**src/hw/rtl/lathe_revolution_tessellator_macros.svh**
```systemverilog
// Assertion macros used by the lathe_revolution_tessellator RTL.
`ifndef LATHE_REVOLUTION_TESSELLATOR_MACROS_SVH
`define LATHE_REVOLUTION_TESSELLATOR_MACROS_SVH

`ifndef SYNTHESIS
`define LRT_ASSERT_IMP(label, clk, rst_n, ante, cons) \
	label: assert property (@(posedge clk) disable iff (!rst_n) (ante) |-> (cons)) \
		else $error("lrt assertion failed");
`define LRT_ASSERT_NXT(label, clk, rst_n, ante, cons) \
	label: assert property (@(posedge clk) disable iff (!rst_n) (ante) |=> (cons)) \
		else $error("lrt assertion failed");
`else
`define LRT_ASSERT_IMP(label, clk, rst_n, ante, cons)
`define LRT_ASSERT_NXT(label, clk, rst_n, ante, cons)
`endif

`endif

```
**src/hw/rtl/lrt_pkg.sv**
```systemverilog
`timescale 1ns / 1ps

package lrt_pkg;

	localparam int MAX_POINTS = 16;
	localparam int IDX_W      = $clog2(MAX_POINTS);
	localparam int CNT_W      = $clog2(MAX_POINTS + 1);
	localparam int COORD_W    = 16;
	localparam int COEF_W     = 16;
	localparam int FRAC_BITS  = 14;
	localparam int PROD_W     = COORD_W + COEF_W;
	localparam int ACC_W      = PROD_W + 2;

	localparam int CFG_IDX_W  = 1;
	localparam int CFG_DATA_W = COEF_W;

	localparam logic [CFG_IDX_W-1:0] REG_COS = 1'd0;
	localparam logic [CFG_IDX_W-1:0] REG_SIN = 1'd1;

	localparam logic signed [COEF_W-1:0] COS_RESET = 16'sd16384;
	localparam logic signed [COEF_W-1:0] SIN_RESET = 16'sd0;

	localparam logic signed [ACC_W-1:0] ACC_HALF =
		{{(ACC_W-FRAC_BITS){1'b0}}, 1'b1, {(FRAC_BITS-1){1'b0}}};
	localparam logic signed [ACC_W-1:0] ACC_CMAX =
		{{(ACC_W-COORD_W+1){1'b0}}, {(COORD_W-1){1'b1}}};
	localparam logic signed [ACC_W-1:0] ACC_CMIN =
		{{(ACC_W-COORD_W+1){1'b1}}, {(COORD_W-1){1'b0}}};

	typedef struct packed {
		logic signed [COORD_W-1:0] x;
		logic signed [COORD_W-1:0] y;
		logic signed [COORD_W-1:0] z;
	} point_t;

	// round half up, drop fraction, clamp to coordinate range
	function automatic logic signed [COORD_W-1:0] round_sat(input logic signed [ACC_W-1:0] v);
		logic signed [ACC_W-1:0] t;
		t = (v + ACC_HALF) >>> FRAC_BITS;
		if (t > ACC_CMAX) begin
			round_sat = ACC_CMAX[COORD_W-1:0];
		end else if (t < ACC_CMIN) begin
			round_sat = ACC_CMIN[COORD_W-1:0];
		end else begin
			round_sat = t[COORD_W-1:0];
		end
	endfunction

endpackage

```
**src/hw/rtl/lathe_revolution_tessellator.sv**
```systemverilog
`timescale 1ns / 1ps
// Lathe tessellator: surface of revolution about the X axis.
// Command channel: a transaction is taken when start is high and busy is low.
//   opcode 0 appends a point (first_point clears the polyline first); it
//   finishes in that cycle and busy stays low. Appends past capacity are dropped.
//   opcode 1 rotates every stored point by the configured angle, writes the
//   rotated points back and emits 2*n triangles; with fewer than two points it
//   does nothing and busy stays low.
// Result channel: each triangle is on the vertex ports for one cycle with
//   result_strobe high; last_triangle marks the final one. The receiver cannot
//   stall; results are registered and leave as they are produced.
// Sequence: per point one memory read, one start step and a run of the shared
//   multiply/accumulate unit (four products through one multiplier), then the
//   emit states: S_EMIT0 for the first point, S_EMIT1 and S_EMIT2 for each
//   middle point, S_EMIT1 to S_EMIT3 for the last. busy is high for the whole
//   segment; the last triangle leaves in the cycle after.
// Config: cfg_we writes cos_angle (index 0) or sin_angle (index 1); the user
//   must do so only while idle, unguarded by the block. Reset: polyline empty,
//   cos_angle = 1.0, sin_angle = 0; point memory holds no reset, needs none.
`include "lathe_revolution_tessellator_macros.svh"

module lathe_revolution_tessellator import lrt_pkg::*; (
	input  logic                        clk,
	input  logic                        arst_n,
	input  logic                        cfg_we,
	input  logic [CFG_IDX_W-1:0]        cfg_index,
	input  logic [CFG_DATA_W-1:0]       cfg_data,
	input  logic                        start,
	output logic                        busy,
	input  logic                        opcode,
	input  logic                        first_point,
	input  logic signed [COORD_W-1:0]   point_x,
	input  logic signed [COORD_W-1:0]   point_y,
	input  logic signed [COORD_W-1:0]   point_z,
	output logic                        result_strobe,
	output logic signed [COORD_W-1:0]   vertex0_x,
	output logic signed [COORD_W-1:0]   vertex0_y,
	output logic signed [COORD_W-1:0]   vertex0_z,
	output logic signed [COORD_W-1:0]   vertex1_x,
	output logic signed [COORD_W-1:0]   vertex1_y,
	output logic signed [COORD_W-1:0]   vertex1_z,
	output logic signed [COORD_W-1:0]   vertex2_x,
	output logic signed [COORD_W-1:0]   vertex2_y,
	output logic signed [COORD_W-1:0]   vertex2_z,
	output logic                        last_triangle
);

	typedef enum logic [2:0] {
		S_IDLE, S_READ, S_START, S_WAIT, S_EMIT0, S_EMIT1, S_EMIT2, S_EMIT3
	} state_t;

	state_t                   state_q;
	logic [CNT_W-1:0]         held_q;
	logic [IDX_W-1:0]         idx_q;
	logic signed [COEF_W-1:0] cos_q, sin_q;
	point_t                   mem [MAX_POINTS];
	point_t                   rd_q;
	point_t                   cur_o_q, cur_r_q, prev_o_q, prev_r_q;
	point_t                   v0_q, v1_q, v2_q;
	logic                     strobe_q, last_q;

	logic                      take, app_ok, is_last, rot_start, rot_done;
	logic [CNT_W-1:0]          app_cnt;
	logic                      mem_we;
	logic [IDX_W-1:0]          mem_waddr;
	point_t                    mem_wdata, rot_pt, cur_axis;
	logic signed [COORD_W-1:0] rot_y, rot_z;

	assign take      = start && (state_q == S_IDLE);
	assign app_cnt   = first_point ? '0 : held_q;
	assign app_ok    = take && !opcode && (app_cnt < CNT_W'(MAX_POINTS));
	assign is_last   = (CNT_W'(idx_q) + CNT_W'(1)) == held_q;
	assign rot_start = (state_q == S_START);
	assign rot_pt    = '{x: rd_q.x, y: rot_y, z: rot_z};
	assign cur_axis  = '{x: cur_o_q.x, y: '0, z: '0};

	assign mem_we    = app_ok || ((state_q == S_WAIT) && rot_done);
	assign mem_waddr = (state_q == S_WAIT) ? idx_q : app_cnt[IDX_W-1:0];
	assign mem_wdata = (state_q == S_WAIT) ? rot_pt :
		point_t'{x: point_x, y: point_y, z: point_z};

	always_ff @(posedge clk) begin
		if (mem_we) begin
			mem[mem_waddr] <= mem_wdata;
		end
		rd_q <= mem[idx_q];
	end

	lrt_rot u_rot (
		.clk    (clk),
		.arst_n (arst_n),
		.start  (rot_start),
		.y_in   (rd_q.y),
		.z_in   (rd_q.z),
		.cos_in (cos_q),
		.sin_in (sin_q),
		.done   (rot_done),
		.y_out  (rot_y),
		.z_out  (rot_z)
	);

	always_ff @(posedge clk or negedge arst_n) begin
		if (!arst_n) begin
			cos_q <= COS_RESET;
			sin_q <= SIN_RESET;
		end else if (cfg_we) begin
			case (cfg_index)
				REG_COS: cos_q <= cfg_data;
				REG_SIN: sin_q <= cfg_data;
				default: ;
			endcase
		end
	end

	always_ff @(posedge clk or negedge arst_n) begin
		if (!arst_n) begin
			state_q  <= S_IDLE;
			held_q   <= '0;
			idx_q    <= '0;
			cur_o_q  <= '0;
			cur_r_q  <= '0;
			prev_o_q <= '0;
			prev_r_q <= '0;
			v0_q     <= '0;
			v1_q     <= '0;
			v2_q     <= '0;
			strobe_q <= 1'b0;
			last_q   <= 1'b0;
		end else begin
			strobe_q <= 1'b0;
			last_q   <= 1'b0;
			case (state_q)
				S_IDLE: begin
					if (take) begin
						if (!opcode) begin
							if (app_ok) begin
								held_q <= app_cnt + CNT_W'(1);
							end
						end else if (held_q >= CNT_W'(2)) begin
							idx_q   <= '0;
							state_q <= S_READ;
						end
					end
				end
				S_READ:  state_q <= S_START;
				S_START: state_q <= S_WAIT;
				S_WAIT: begin
					if (rot_done) begin
						prev_o_q <= cur_o_q;
						prev_r_q <= cur_r_q;
						cur_o_q  <= rd_q;
						cur_r_q  <= rot_pt;
						state_q  <= (idx_q == '0) ? S_EMIT0 : S_EMIT1;
					end
				end
				S_EMIT0: begin
					v0_q     <= cur_o_q;
					v1_q     <= cur_axis;
					v2_q     <= cur_r_q;
					strobe_q <= 1'b1;
					idx_q    <= idx_q + IDX_W'(1);
					state_q  <= S_READ;
				end
				S_EMIT1: begin
					v0_q     <= prev_o_q;
					v1_q     <= prev_r_q;
					v2_q     <= cur_o_q;
					strobe_q <= 1'b1;
					state_q  <= S_EMIT2;
				end
				S_EMIT2: begin
					v0_q     <= cur_o_q;
					v1_q     <= prev_r_q;
					v2_q     <= cur_r_q;
					strobe_q <= 1'b1;
					if (is_last) begin
						state_q <= S_EMIT3;
					end else begin
						idx_q   <= idx_q + IDX_W'(1);
						state_q <= S_READ;
					end
				end
				S_EMIT3: begin
					v0_q     <= cur_o_q;
					v1_q     <= cur_r_q;
					v2_q     <= cur_axis;
					strobe_q <= 1'b1;
					last_q   <= 1'b1;
					state_q  <= S_IDLE;
				end
				default: state_q <= S_IDLE;
			endcase
		end
	end

	assign busy          = (state_q != S_IDLE);
	assign result_strobe = strobe_q;
	assign last_triangle = last_q;
	assign vertex0_x     = v0_q.x;
	assign vertex0_y     = v0_q.y;
	assign vertex0_z     = v0_q.z;
	assign vertex1_x     = v1_q.x;
	assign vertex1_y     = v1_q.y;
	assign vertex1_z     = v1_q.z;
	assign vertex2_x     = v2_q.x;
	assign vertex2_y     = v2_q.y;
	assign vertex2_z     = v2_q.z;

	`LRT_ASSERT_IMP(a_held_range, clk, arst_n, 1'b1, held_q <= CNT_W'(MAX_POINTS))
	`LRT_ASSERT_IMP(a_rot_done_wait, clk, arst_n, rot_done, state_q == S_WAIT)
	`LRT_ASSERT_IMP(a_strobe_in_run, clk, arst_n, strobe_q, $past(state_q) != S_IDLE)
	`LRT_ASSERT_NXT(a_short_idle, clk, arst_n, take && opcode && (held_q < CNT_W'(2)), !busy)
	`LRT_ASSERT_NXT(a_last_ends, clk, arst_n, state_q == S_EMIT3, last_q && !busy)

endmodule

```
**src/hw/rtl/lrt_rot.sv**
```systemverilog
`timescale 1ns / 1ps

module lrt_rot import lrt_pkg::*; (
	input  logic                      clk,
	input  logic                      arst_n,
	input  logic                      start,
	input  logic signed [COORD_W-1:0] y_in,
	input  logic signed [COORD_W-1:0] z_in,
	input  logic signed [COEF_W-1:0]  cos_in,
	input  logic signed [COEF_W-1:0]  sin_in,
	output logic                      done,
	output logic signed [COORD_W-1:0] y_out,
	output logic signed [COORD_W-1:0] z_out
);

	typedef enum logic [2:0] {R_IDLE, R_M0, R_M1, R_M2, R_M3, R_M4} rstate_t;

	rstate_t                   state_q;
	logic signed [COORD_W-1:0] y_q, z_q, yo_q, zo_q;
	logic signed [COEF_W-1:0]  cos_q, sin_q;
	logic signed [PROD_W-1:0]  prod_q;
	logic signed [ACC_W-1:0]   acc_q;
	logic                      done_q;
	logic signed [COORD_W-1:0] op_a;
	logic signed [COEF_W-1:0]  op_b;

	// one shared multiplier: y*cos, z*sin, y*sin, z*cos
	always_comb begin
		case (state_q)
			R_M1: begin
				op_a = z_q;
				op_b = sin_q;
			end
			R_M2: begin
				op_a = y_q;
				op_b = sin_q;
			end
			R_M3: begin
				op_a = z_q;
				op_b = cos_q;
			end
			default: begin
				op_a = y_q;
				op_b = cos_q;
			end
		endcase
	end

	always_ff @(posedge clk or negedge arst_n) begin
		if (!arst_n) begin
			state_q <= R_IDLE;
			y_q     <= '0;
			z_q     <= '0;
			cos_q   <= '0;
			sin_q   <= '0;
			prod_q  <= '0;
			acc_q   <= '0;
			yo_q    <= '0;
			zo_q    <= '0;
			done_q  <= 1'b0;
		end else begin
			done_q <= 1'b0;
			prod_q <= op_a * op_b;
			case (state_q)
				R_IDLE: begin
					if (start) begin
						y_q     <= y_in;
						z_q     <= z_in;
						cos_q   <= cos_in;
						sin_q   <= sin_in;
						state_q <= R_M0;
					end
				end
				R_M0: state_q <= R_M1;
				R_M1: begin
					acc_q   <= ACC_W'(prod_q);
					state_q <= R_M2;
				end
				R_M2: begin
					yo_q    <= round_sat(acc_q - ACC_W'(prod_q));
					state_q <= R_M3;
				end
				R_M3: begin
					acc_q   <= ACC_W'(prod_q);
					state_q <= R_M4;
				end
				R_M4: begin
					zo_q    <= round_sat(acc_q + ACC_W'(prod_q));
					done_q  <= 1'b1;
					state_q <= R_IDLE;
				end
				default: state_q <= R_IDLE;
			endcase
		end
	end

	assign done  = done_q;
	assign y_out = yo_q;
	assign z_out = zo_q;

endmodule

```
**config.mk**
```make
export PLATFORM = sky130hd
export DESIGN_NAME = lathe_revolution_tessellator
export DESIGN_NICKNAME = d
export VERILOG_FILES = /design/src/hw/rtl/lrt_pkg.sv /design/src/hw/rtl/lathe_revolution_tessellator.sv /design/src/hw/rtl/lrt_rot.sv
export VERILOG_INCLUDE_DIRS = /design/src /design/src/hw/rtl
export SDC_FILE = /design/constraint.sdc
export NUM_CORES = 2
export LEC_CHECK = 0
export BUFFER_PORTS_ARGS = -buffer_cell sky130_fd_sc_hd__buf_4
export CAP_MARGIN = 20
export CORE_MARGIN = 2
export CORE_UTILIZATION = 55
export CTS_BUF_LIST = sky130_fd_sc_hd__clkbuf_8
export DETAILED_ROUTE_END_ITERATION = 10
export PLACE_DENSITY = 0.76
export SYNTH_ARGS = -nofsm -noshare
export SYNTH_HDL_FRONTEND = slang
export SYNTH_SLANG_ARGS = --single-unit
export TNS_END_PERCENT = 50
```
**constraint.sdc**
```tcl
create_clock -name clk -period 10.14 [get_ports clk]
set_clock_uncertainty 0.1 [all_clocks]
set_input_delay 0.507 -clock clk [delete_from_list [all_inputs] [get_ports clk]]
set_output_delay 0.507 -clock clk [all_outputs]
set_load 0.02 [all_outputs]
```
# ---- Yosys cells after proc, flatten, opt, wreduce, memory -nomap -nowiden
# Memory sizes are Yosys's and may differ from the RTL's. A register that Yosys moved wholly into a read port is not among the register bits.
# Cells that the tools add are included.
dict set report word_totals {
  ff_bits 514
  latchBits 0
  mem_bits_rw 768
  romBits 0
  out_inout_bits 147
  wordCells 130
  n_memories 1
}
# memory words width read_ports rd_clocked_by_memory_dff write_ports line_no
set mem_list {}
lappend mem_list {mem 16 48 1 1 1 lathe_revolution_tessellator.sv:56} ;# point_t mem [MAX_POINTS];
dict set report classes {
  n_addsub 7
  mul 1
  n_div 0
  magnitude_cmp 6
  n_eq_ne 19
  shifts 0
  n_mux 31
  n_bitwise 2
  n_reduce_logical 27
}
# op count
set ops {}
lappend ops {{$pmux W48 S3} 2}
lappend ops {{$mux W16} 6}
lappend ops {{$pmux W48 S2} 1}
lappend ops {{$add A33 B15 Y34 const B} 2}
lappend ops {{$mux W48} 1}
lappend ops {{$gt A20 B16 Y1 const B} 2}
lappend ops {{$lt A20 B16 Y1 const B} 2}
lappend ops {{$add A32 B32 Y33} 1}
lappend ops {{$sub A32 B32 Y33} 1}
lappend ops {{$mul A16 B16 Y32} 1}
lappend ops {{$pmux W3 S8} 1}
lappend ops {{$mux W4} 5}
lappend ops {{$eq A3 B3 Y1 const B} 6}
lappend ops {{$mux W3} 6}
lappend ops {{$pmux W3 S5} 1}
lappend ops {{$eq A3 B2 Y1 const B} 4}
lappend ops {{$pmux W4 S3} 1}
lappend ops {{$reduce_bool A3 Y1} 4}
lappend ops {{$ne A2 B2 Y1 const B} 4}
lappend ops {{$reduce_and A2 Y1} 4}
lappend ops {{$reduce_and A4 Y1} 2}
lappend ops {{$reduce_or A2 Y1} 4}
lappend ops {{$eq A3 B1 Y1 const B} 2}
lappend ops {{$logic_not A3 Y1} 2}
lappend ops {{other kinds (18)} 28}

# ---- Logic depth before layout (Yosys ltp)
dict set report depth {
  ltp_word 7
  ltp_mapped 28
  mapped_depth_nobuf 26
}

# ---- Modules after synthesis
# From an unflattened synthesis, not the netlist that was laid out.
dict set report unflattened {
  cells_unflattened 4477
  area_unflattened_um2 64210.3
}
# module instances cells_per_inst area_each_um2 seq_area_each_um2
set by_module_without_submodules {}
lappend by_module_without_submodules {lathe_revolution_tessellator 1 2566 44933.1 32782.7}
lappend by_module_without_submodules {lrt_rot 1 1911 19277.2 4103.9}

# ---- Worst setup path before layout
# OpenSTA, ideal clock, no wires.
dict set report synth_path {
  kind {register to register}
  start {reg u_rot.state_q[2]}
  end {reg u_rot.prod_q[28]}
  setup_time_ns 0.128
  t_arrival_ns 7.463
  required_ns 9.912
  setup_slack_ns 2.449
  path_stages_with_launch 27
  path_buffers 3
  cell_sequence {dfrtp_1 > nand2b_1 > clkbuf_1 > a21oi_1 > clkbuf_1 > buf_1 > mux2i_1 > nor2_1 > fa_1 > inv_1 > fa_1 > fa_1 > fa_1 > inv_1 > fa_1 > fa_1 > ha_1 > a21o_1 > a21oi_1 > nor2b_1 > a311oi_1 > a211oi_1 > o211ai_1 > a41oi_1 > nor3_1 > nor4bb_1 > nor3_1}
}
dict set report synth_via {
  elab_chain_len 4
  elab_cells_between_ends 8
  cone_classes {mul (1); eq/ne (3); mux (2); reduce/logical (2)}
}
# element line_no
set synth_lines {}
lappend synth_lines {{start: declaration} lrt_rot.sv:18} ;# rstate_t state_q;
lappend synth_lines {{start signal: assignment} lrt_rot.sv:51} ;# state_q <= R_IDLE;
lappend synth_lines {{start signal: assignment} lrt_rot.sv:71} ;# state_q <= R_M0;
lappend synth_lines {{start signal: assignment} lrt_rot.sv:74} ;# R_M0: state_q <= R_M1;
lappend synth_lines {{$eq A3 B2 Y1 or $eq A3 B3 Y1 (tied branches)} lrt_rot.sv:29} ;# case (state_q)
lappend synth_lines {{$reduce_or A2 Y1 (no line)} -}
lappend synth_lines {{$mux W16} lrt_rot.sv:29}
lappend synth_lines {{$mul A16 B16 Y32 *} lrt_rot.sv:63} ;# prod_q <= op_a * op_b;
lappend synth_lines {{end signal: assignment} lrt_rot.sv:63}
lappend synth_lines {{end: declaration} lrt_rot.sv:21} ;# logic signed [PROD_W-1:0] prod_q;
# Every way passes the cells marked *; elsewhere a longest branch is shown, timed or not.
# A chain may end at the register's enable or synchronous reset.

# ---- Worst setup path after layout
# Same ends and word-level chain as after synthesis.

==> impl_results.md <==
* Status: completed
* Seq cells post-synth at 1330
* Area grow syn2layout at 12.34%
* Fin crit period at between 8000 and 9000 ps
* RSZ-0062 raised after global routing: no
* Ranking of synthesized cells by area: edfxtp_1 36%, dfrtp_1 20%, mux4_2 8.4%
* Drt wl/cell at 24.86 um
* Clk slew on worst S/H paths at 60 ps
* Layout Utilization at 0.6226
* Initial Utilization at 0.5542
* Residual DRC count at 0
* Worst Path Arrival at 9240 ps
* Layout cell share with drive strength beyond 1 at 0.2538
* Die H at about 350 um
* Synth area leader: edfxtp_1
* Max H-tree Level at 4
* Mapped Area at 64310 sq um
* Slew @ Worst Pin at 1183 ps
* Primary FF master, synth: edfxtp_1
* Synth warn at 0
* Post-synthesis cell type count at 86
* Total grt overflow at 0
* EDFF count, synth at about 770
* Detailed Routing Iterations Pass 1 at 6
* Pre-CTS setup slack at 1699 ps
* Largest net degree at the start of global routing at 171
* Async SR Flop Fraction at 0.3865
* Post-CTS sizing at 0
* Hold crit path type: in -> reg
* Port Buffers at 217
* Hold Fails Final Rpt at 0
* Post-synthesis sequential area ratio at 0.5736
* Hold_buf cts at 22
* Worst skew pair latency at 960 ps
* Startpoint types: flop
* Crit. End Element: flop
* DR vias at 38183
* Synth top area share at 0.3586
* Root Buffer: clkbuf_8
* CTS tree: done
* Final setup violating endpoints at 0
* CP required at 10810 ps
* Final setup TNS at 0 ps
* WL final at 159.3 mm
* Initial antenna violation count at 9
* Initial DRC count at between 3000 and 4000
* # nets final at 5244
* Avg Synthesized Cell Area at 14.67 sq um
* Die area at about 120000 sq um
* ANT nets after route at 0
* Routability cong. at 0.9649
* Setup bufs post-CTS at 0
* Commonest cells in the netlist: 768 x edfxtp_1, 513 x dfrtp_1, 372 x nor2_1
* CTS sink cnt at 1330
* Final period utilization at 0.8451
* Maximum fanout along the worst path at 26
* Core area at 116000 sq um
* Max Fclk at 0.1167 GHz
* Vias in the first global route at 38511
* CTS Buf Count at 204
* Ports at around 220
* Drt via density at 5.961
* Clock tree buffer depth at 3
* Critical path class: reg -> reg
* Gate Count Post-Synth at 4384
* Die width at 345.9 um
* Site row count at ~130
* Worst setup margin at ~1600 ps
* Fin. max-slew vios at 0
* Syn nets at 4926
* Top-count cell post-synth: edfxtp_1
* Gr usage total at 0.2689
* Slew headroom at 0.1885
* Detail Placement HPWL at 106.0 mm
* Max-cap viol count at 0
* First-pass GRT wire length at 240.2 mm
through the flow:
| step | hold WS (ps) | instance area, sq um | instances |
|---|---|---|---|
| global route | 65.15 | 72240 | 6403 |
| floorplan | 111.4 | 64310 | 4384 |
| global placement | 375.1 | 67780 | 5995 |
| detailed placement | 373.1 | 67780 | 5995 |
| finish | 71.94 | 72250 | 6405 |
| CTS | 1.967 | 72190 | 6399 |
placed cells by master (no fill, tap or decap), types with 26 or more instances in the layout:
cell and count:
nand2_1 339, ha_1 209, dfxtp_1 48, o21ai_0 55, fa_1 262, nand3_1 26
mux4_2 240, buf_4 277, a21oi_1 128, xnor2_1 56, a21o_1 30, edfxtp_1 768
inv_1 450, nor2_1 355, a221oi_1 65, clkbuf_8 240, mux2_2 360, mux2i_1 86
dfrtp_1 508
final timing paths:
path | cells after the start | from | end | slack, ps
min | 4 | point_y[15] | mem[0][31] | 70
max in group asynchronous | 4 | arst_n | cos_q[12] | 7760
max reg2reg | 24 | u_rot.state_q[2] | u_rot.prod_q[28] | 1570
min in group asynchronous | 2 | arst_n | vertex2_z[4] | 80
min reg2reg | 1 | rd_q[20] | u_rot.y_q[4] | 390
max | 24 | u_rot.state_q[2] | u_rot.prod_q[28] | 1570
cell type report:
class	instances	area, sq um
diodes	3	7.507
clock buffers	240	3303
clock inverters	142	893.4
fillers	8406	43800
inverters	371	1394
multi-input cells	2491	25450
flip-flops and latches	1330	36900
well taps	1524	1907
repair buffers	304	2395
cells by family after synthesis:
group	count (synthesis)	share of synthesized area
mux	686	0.1605
simple gates	849	0.05461
compound gates	408	0.04533
buf+inv	563	0.03319
xor+xnor	77	0.01060
flops	1330	0.5736
fa+ha+maj	471	0.1222
sequential cells by signal, summed over array words and instances (netlist names), 32 cells and up:
register / flops
mem: 768
cur_r_q: 48
prev_r_q: 48
rd_q: 48
cur_o_q: 32
prev_o_q: 32
u_rot.acc_q: 32
u_rot.prod_q: 32
critical path, cell delays in order (launching register included):
cell and delay [ps]:
dfrtp_1 440, nand2b_1 170, buf_4 260, a21oi_4 700, mux2i_1 830, nor2_1 130
fa_1 520, inv_1 50, fa_1 460, fa_1 510, fa_1 550, inv_1 50
fa_1 490, fa_1 410, ha_1 350, a21o_1 190, a21oi_1 140, nor2b_1 60
a311oi_1 400, a211oi_1 200, o211ai_1 330, a41oi_1 220, nor3_1 460, nor4bb_1 300
nor3_1 90
per-layer routing:
layer  track usage  share of wire
met3       0.05726           0.10
met4       0.08110          0.026
met5             0              0
met2        0.4094           0.46
met1        0.3931           0.41
Power is not shown: default switching activity piles up to over one toggle a cycle in this logic, so the estimate is an artifact.
